===== src/bfds_pkg.sv =====
// Shared types and constants for the box filter downscaler.
// No dependencies; imported by every module of the block.
package bfds_pkg;

    localparam int NUM_CH     = 4;
    localparam int CH_W       = 8;
    localparam int SUM_W      = 32;
    localparam int QUOT_STEPS = 8;
    localparam int SRC_CFG_W  = 13;
    localparam int DST_CFG_W  = 11;
    localparam int PADDR_W    = 4;
    localparam int PDATA_W    = 32;

    typedef enum logic [1:0] {
        REG_SRC_WIDTH  = 2'd0,
        REG_SRC_HEIGHT = 2'd1,
        REG_DST_WIDTH  = 2'd2,
        REG_DST_HEIGHT = 2'd3
    } t_reg_idx;

    typedef enum logic [1:0] {
        S_IDLE,
        S_RMW,
        S_DIV
    } t_state;

    typedef struct packed {
        logic busy;
        logic done;
    } t_div_stat;

endpackage


===== src/bfds_div.sv =====
// Four-lane restoring divider: box sum over pixel count, one quotient bit per cycle.
// The quotient never exceeds 8 bits, so eight steps finish it. Uses bfds_pkg.
module bfds_div #(
    parameter int CNTW = 26
) (
    input  logic                                             i_clk,
    input  logic                                             i_rst_n,
    input  logic                                             i_start,
    input  logic [bfds_pkg::NUM_CH-1:0][bfds_pkg::SUM_W-1:0] i_sum,
    input  logic [CNTW-1:0]                                  i_cnt,
    output logic [bfds_pkg::NUM_CH-1:0][bfds_pkg::CH_W-1:0]  o_quot,
    output bfds_pkg::t_div_stat                              o_stat
);
    import bfds_pkg::*;

    localparam int WW = (CNTW + QUOT_STEPS - 1 > SUM_W) ? CNTW + QUOT_STEPS - 1 : SUM_W;
    localparam int KW = $clog2(QUOT_STEPS);

    logic [NUM_CH-1:0][SUM_W-1:0] r_rem;
    logic [NUM_CH-1:0][CH_W-1:0]  r_quot;
    logic [WW-1:0]                r_dv;
    logic [KW-1:0]                r_k;
    logic                         r_busy;
    logic                         r_done;

    always_ff @(posedge i_clk) begin
        if (!i_rst_n) begin
            r_busy <= 1'b0;
            r_done <= 1'b0;
            r_k    <= '0;
        end else if (i_start) begin
            r_busy <= 1'b1;
            r_done <= 1'b0;
            r_k    <= '0;
        end else if (r_busy) begin
            r_k <= r_k + KW'(1);
            if (r_k == KW'(QUOT_STEPS - 1)) begin
                r_busy <= 1'b0;
                r_done <= 1'b1;
            end
        end
    end

    always_ff @(posedge i_clk) begin
        if (i_start) begin
            r_rem <= i_sum;
            r_dv  <= WW'(i_cnt) << (QUOT_STEPS - 1);
        end else if (r_busy) begin
            for (int l = 0; l < NUM_CH; l++) begin
                if (WW'(r_rem[l]) >= r_dv) begin
                    r_rem[l]  <= SUM_W'(WW'(r_rem[l]) - r_dv);
                    r_quot[l] <= {r_quot[l][CH_W-2:0], 1'b1};
                end else begin
                    r_quot[l] <= {r_quot[l][CH_W-2:0], 1'b0};
                end
            end
            r_dv <= r_dv >> 1;
        end
    end

    assign o_quot      = r_quot;
    assign o_stat.busy = r_busy;
    assign o_stat.done = r_done;

endmodule


===== config.mk =====
export PLATFORM = sky130hd
export DESIGN_NAME = bfds_div
export DESIGN_NICKNAME = d
export VERILOG_FILES = /design/src/bfds_pkg.sv /design/src/bfds_div.sv
export SDC_FILE = /design/constraint.sdc
export NUM_CORES = 1
export LEC_CHECK = 0
export BUFFER_PORTS_ARGS = -buffer_cell sky130_fd_sc_hd__buf_2
export CAP_MARGIN = 5
export CORE_MARGIN = 2
export CORE_UTILIZATION = 45
export CTS_CLUSTER_DIAMETER = 60
export DETAILED_ROUTE_END_ITERATION = 10
export GPL_ROUTABILITY_DRIVEN = 0
export PLACE_DENSITY_LB_ADDON = 0.3
export RECOVER_POWER = 50
export SLEW_MARGIN = 20
export SYNTH_ARGS = -nofsm -noshare
export SYNTH_HDL_FRONTEND = slang
export SYNTH_SLANG_ARGS = --single-unit

===== constraint.sdc =====
create_clock -name i_clk -period 4.82 [get_ports i_clk]
set_clock_uncertainty 0.05 [all_clocks]
set_input_delay 0.241 -clock i_clk [delete_from_list [all_inputs] [get_ports i_clk]]
set_output_delay 0.241 -clock i_clk [all_outputs]
set_load 0.03 [all_outputs]

== Word-level counts from Yosys, hierarchy flattened ==
Cells that the tools add are included.
Cells by class
  add/sub/neg operators: 5
  magnitude comparators: 4
  eq/ne operators: 1
  mux-type cells: 15
  bitwise gates (word level): 2
  reduce and logical (&&, ||, !) cells: 12
Operator list (count)
  128-bit two-way mux: 2
  32-bit by 33-bit greater-or-equal comparator with 1-bit output: 4
  32-bit two-way mux: 4
  32-bit subtractor: 4
  33-bit two-way mux: 2
  2-bit AND reduction: 6
  2-bit nonzero test: 5
  1-bit two-way mux: 7
  3-bit by 1-bit adder with 3-bit output (second input constant): 1
  3-bit == test (second input constant): 1
  1-bit inverter: 2
  2-bit OR reduction: 1
Storage, ports and cells
  flip-flop bits (word level): 198
  output and inout bits: 34

== Longest topological paths before layout ==
  depth in word-level cells: 4
  depth in mapped cells: 11

== Least setup slack after synthesis ==
OpenSTA, ideal clock, no wires.
  path kind: flip-flop to flip-flop
  from: register r_dv[1]
  to: register r_rem[32] (netlist bit) (enable)
  library setup time: 0.436 ns
  arrival: 3.753 ns
  data required time: 4.334 ns
  slack: 0.580 ns
  stages on the path, launching flop included: 11
  buffers on the path: 0
  period minus slack after synthesis: 4.240 ns
  path through: dfxtp_1 -> inv_1 -> ha_1 -> nor2b_1 -> o2111ai_1 -> a21oi_1 -> o2111ai_1 -> o211ai_2 -> a221o_1 -> a31oi_1 -> o221ai_1
Between the ends
  word-level cells in the longest chain between the ends: 3
Ends and longest elaborated chain
  from (decl): line bfds_div.sv:21  | logic [WW-1:0] r_dv;
  from (signal assigned): line bfds_div.sv:47  | r_dv <= WW'(i_cnt) << (QUOT_STEPS - 1);
  from (signal assigned): line bfds_div.sv:57  | r_dv <= r_dv >> 1;
  32-bit by 33-bit greater-or-equal comparator with 1-bit output: line bfds_div.sv:50  | if (WW'(r_rem[l]) >= r_dv) begin
  2-bit nonzero test (no source line)
  2-bit AND reduction (no source line)
  to (signal assigned): line bfds_div.sv:46  | r_rem <= i_sum;
  to (signal, indexed assignment): line bfds_div.sv:51  | r_rem[l] <= SUM_W'(WW'(r_rem[l]) - r_dv);
  to (decl): line bfds_div.sv:19  | logic [NUM_CH-1:0][SUM_W-1:0] r_rem;
No other way between the ends.
A chain may end at the register's enable or synchronous reset.

== Worst setup path after layout ==
  from: register r_dv[1]
  to: register r_rem[79] (netlist bit) (enable)
The elaborated chain is that of the path after synthesis.

==> results.py <==
metrics = {
    "die": {
        "initial_core_util": 0.458,
        "fp-row-count": 66,
        "die_height_um": 186,
        "io_pins": 191,
        "fp.coreArea_sq_mm": 0.0325,
        "fp.dieW_um": 186,
        "dieArea_sq_mm": 0.0346,
    },
    "cts": {
        "cts_buffer_depth": 2,
        "cts_tree": "built",
        "insertion_delay_ps": 460,
        "postCtsSetupBuffers": 0,
        "clock_sinks": 198,
        "cts_root_buf": "clkbuf_16",
        "htreeDepth": 4,
        "path_clk_slew_ps": 80,
        "cts_made_buffers": 17,
    },
    "grt": {
        "grt.overflow.total": 0,
        "grt_max_degree": 212,
        "antenna_found_initial": 0,
        "grt_pass1_wl_um": 69100,
        "track_usage": 0.264,
        "grt_pass1_vias": 12700,
    },
    "setup_path": {
        "critPathLaunchType": "flop",
        "critPathMaxStageDelay_ps": 540,
        "crit_path_top_delay_cell": "dfxtp_1",
        "endpoint_kind": "flop",
        "cp_max_fo": 19,
        "crit_chain": "inv_1, ha_1, nand2b_1, a21oi_1, o21bai_1, a21oi_1, o21bai_1, o311ai_1, a21o_1, a21o_1, buf_12",
        "crit_type": "flop to flop",
        "crit_arrival_ps": 4010,
        "required_ps": 4930,
        "r2r_setup_slack_ps": 920,
    },
    "sta": {
        "holdWs_ps": 16.0,
        "worstMarginPinSlew_ps": 3380,
        "finalHoldViolCount": 0,
        "relSlewSlack": -1.25,
        "finalSetupViolations": 0,
        "fmax_mhz": 256,
        "setup_slack_ps": 915,
        "fin_crit_sh": 0.810,
        "setup_tns_ps": 0,
        "min_period_ps": 3900,
        "maxSlewViolCount": 337,
        "rsz0062_at_grt": "no",
    },
    "place": {
        "post-place-ws_ps": 977,
        "dp_hpwl_um": 34500,
        "numPortBuffers": 190,
    },
    "logic_synthesis": {
        "synth.area.top_cells": "edfxtp_1 (37%), ha_1 (11%), nand2_1 (6.7%), o21ai_0 (5.3%), a21oi_1 (4.5%)",
        "ys.flop_type": "edfxtp_1",
        "synth_top_area_frac": 0.375,
        "synth_cell_types": 71,
        "synth_seq_cells": 198,
        "syn_area_per_cell_sq_um": 8.93,
        "synthCells": 1669,
        "yosysSeqAreaShare": 0.391,
        "synth_top_area_cell": "edfxtp_1",
        "synthArstFlopShare": 0,
        "syn_area_sq_mm": 0.0149,
        "syn-num-nets": 1960,
        "yosysWarnings": 0,
        "synth_edf_count": 186,
    },
    "power": {
        "leakagePower_nw": 6.96,
        "vdd_drop_max_mv": 0.304,
        "power.density_mw_per_mm2": 451,
    },
    "run_status": {
        "violations": "max-capacitance violations, max-slew violations",
        "status": "finished, violations left",
    },
    "detailed_routing": {
        "vias": 13400,
        "detail-route-antenna-nets": 0,
        "wirelength_um": 46000,
        "drt-pass1-iter-count": 6,
        "top_layer": "met4",
        "post-route-drc-count": 0,
        "met1_length_um": 19800,
        "met3_length_um": 2870,
        "wl_per_cell_um": 20.3,
        "wl_met2_um": 21800,
        "vias_per_cell": 5.88,
        "drtIter0Drc": 1232,
    },
    "finish": {
        "syn_to_final_growth_pct": 12.8,
        "nNetsFinal": 2107,
        "multi_input_area_sq_mm": 0.00855,
        "fill_cells": 3110,
        "utilization": 0.517,
        "num_antenna_cells": 0,
        "regArea_sq_mm": 0.00583,
        "layout-drive-gt1-share": 0.115,
    },
    "run": {
        "maxCapViolCount": 5,
    },
    "worst_hold_path": {
        "hold_class": "primary input to flop",
    },
}
[cell type report]
cell class / instances / area share
multi-input cells: 1331 / 0.509
flip-flops and latches: 198 / 0.347
repair buffers: 202 / 0.0600
well taps: 442 / 0.0329
clock buffers: 17 / 0.0253
inverters: 66 / 0.0147
clock inverters: 15 / 0.0118
[path summary, 6_finish.rpt]
check	start	end	depth (start not counted)
setup / recovery	r_dv[1]	r_rem[79]	11
hold / removal	i_cnt[25]	r_dv[32]	2
setup reg to reg	r_dv[1]	r_rem[79]	11
hold reg to reg	o_quot[22]	o_quot[23]	0
[cell usage after synthesis, types with 17 or more instances]
master	n
o21ai_0	157
xnor2_1	49
a31oi_1	19
nand2b_1	17
edfxtp_1	186
nor3_1	24
o21ai_1	31
nor2b_1	19
xor2_1	42
o21bai_1	19
and3_1	19
a21oi_1	133
ha_1	130
nand3_1	26
a21o_1	63
nand2_1	264
nor2_1	97
nand4_1	24
inv_1	65
o21a_1	21
clkbuf_1	65
[sequential cells by signal, summed over array words and instances (netlist names)]
signal / flops
o_quot: 32
r_busy: 1
r_done: 1
r_dv: 33
r_k: 3
r_rem: 128
[report_power, final]
part	total (mW)	internal [mW]	switching [mW]
clock	1.55	0.798	0.754
sequential	2.42	2.29	0.128
combinational	3.61	1.42	2.19
[per-layer routing]
layer	vias up	GRT usage
met2	525	0.437
met5	-	0
met4	0	0.0957
met3	64	0.0350
li1	6449	-
met1	6324	0.355
[placed cells by master, fill, tap and decap left out, types with 12 or more instances in the layout]
cell type / count
o21a_1: 21
xor2_1: 42
o21ai_0: 157
inv_1: 65
o211ai_1: 13
nand4_1: 24
nor2b_1: 19
nand2_1: 264
nand2b_1: 17
o21bai_1: 18
nand3_1: 26
dfxtp_1: 12
nor3_1: 24
nor2_1: 97
xnor2_1: 49
clkbuf_16: 17
clkbuf_1: 37
and3_1: 19
mux2i_1: 14
a31oi_1: 19
edfxtp_1: 186
ha_1: 130
buf_2: 156
a21o_1: 63
a21oi_1: 133
o21ai_1: 31
[timing repair]
item                                   4_1_cts  5_1_grt
gates resized for setup                      0        0
hold buffers                                 1        0
endpoints found under the hold margin        1        0
[through the flow]
| stage | cells | instance area, sq um | power, mW |
|---|---|---|---|
| detailed placement | 2238 | 16300 | 5.96 |
| CTS | 2271 | 16900 | 7.53 |
| finish | 2271 | 16800 | 7.58 |
| floorplan | 1669 | 14900 | 5.09 |
| global placement | 2237 | 16200 | 5.90 |
| global route | 2271 | 16800 | 8.06 |
[worst max-delay path, delay by kind of cell (launching register included)]
kind	cells	cell delay (ps)
compound gates	7	2120
buf+inv	2	460
fa+ha+maj	1	350
simple gates	1	80
flops	1	540
[cells by family (layout without fill, tap and decap cells)]
group	count (synthesis)	in the layout	synth area share
compound gates	563	563	0.236
xor+xnor	91	91	0.0535
flops	198	198	0.391
buf+inv	140	300	0.0360
simple gates	528	528	0.159
mux	15	15	0.0102
fa+ha+maj	134	134	0.115
(Power assumes the default switching activity.)
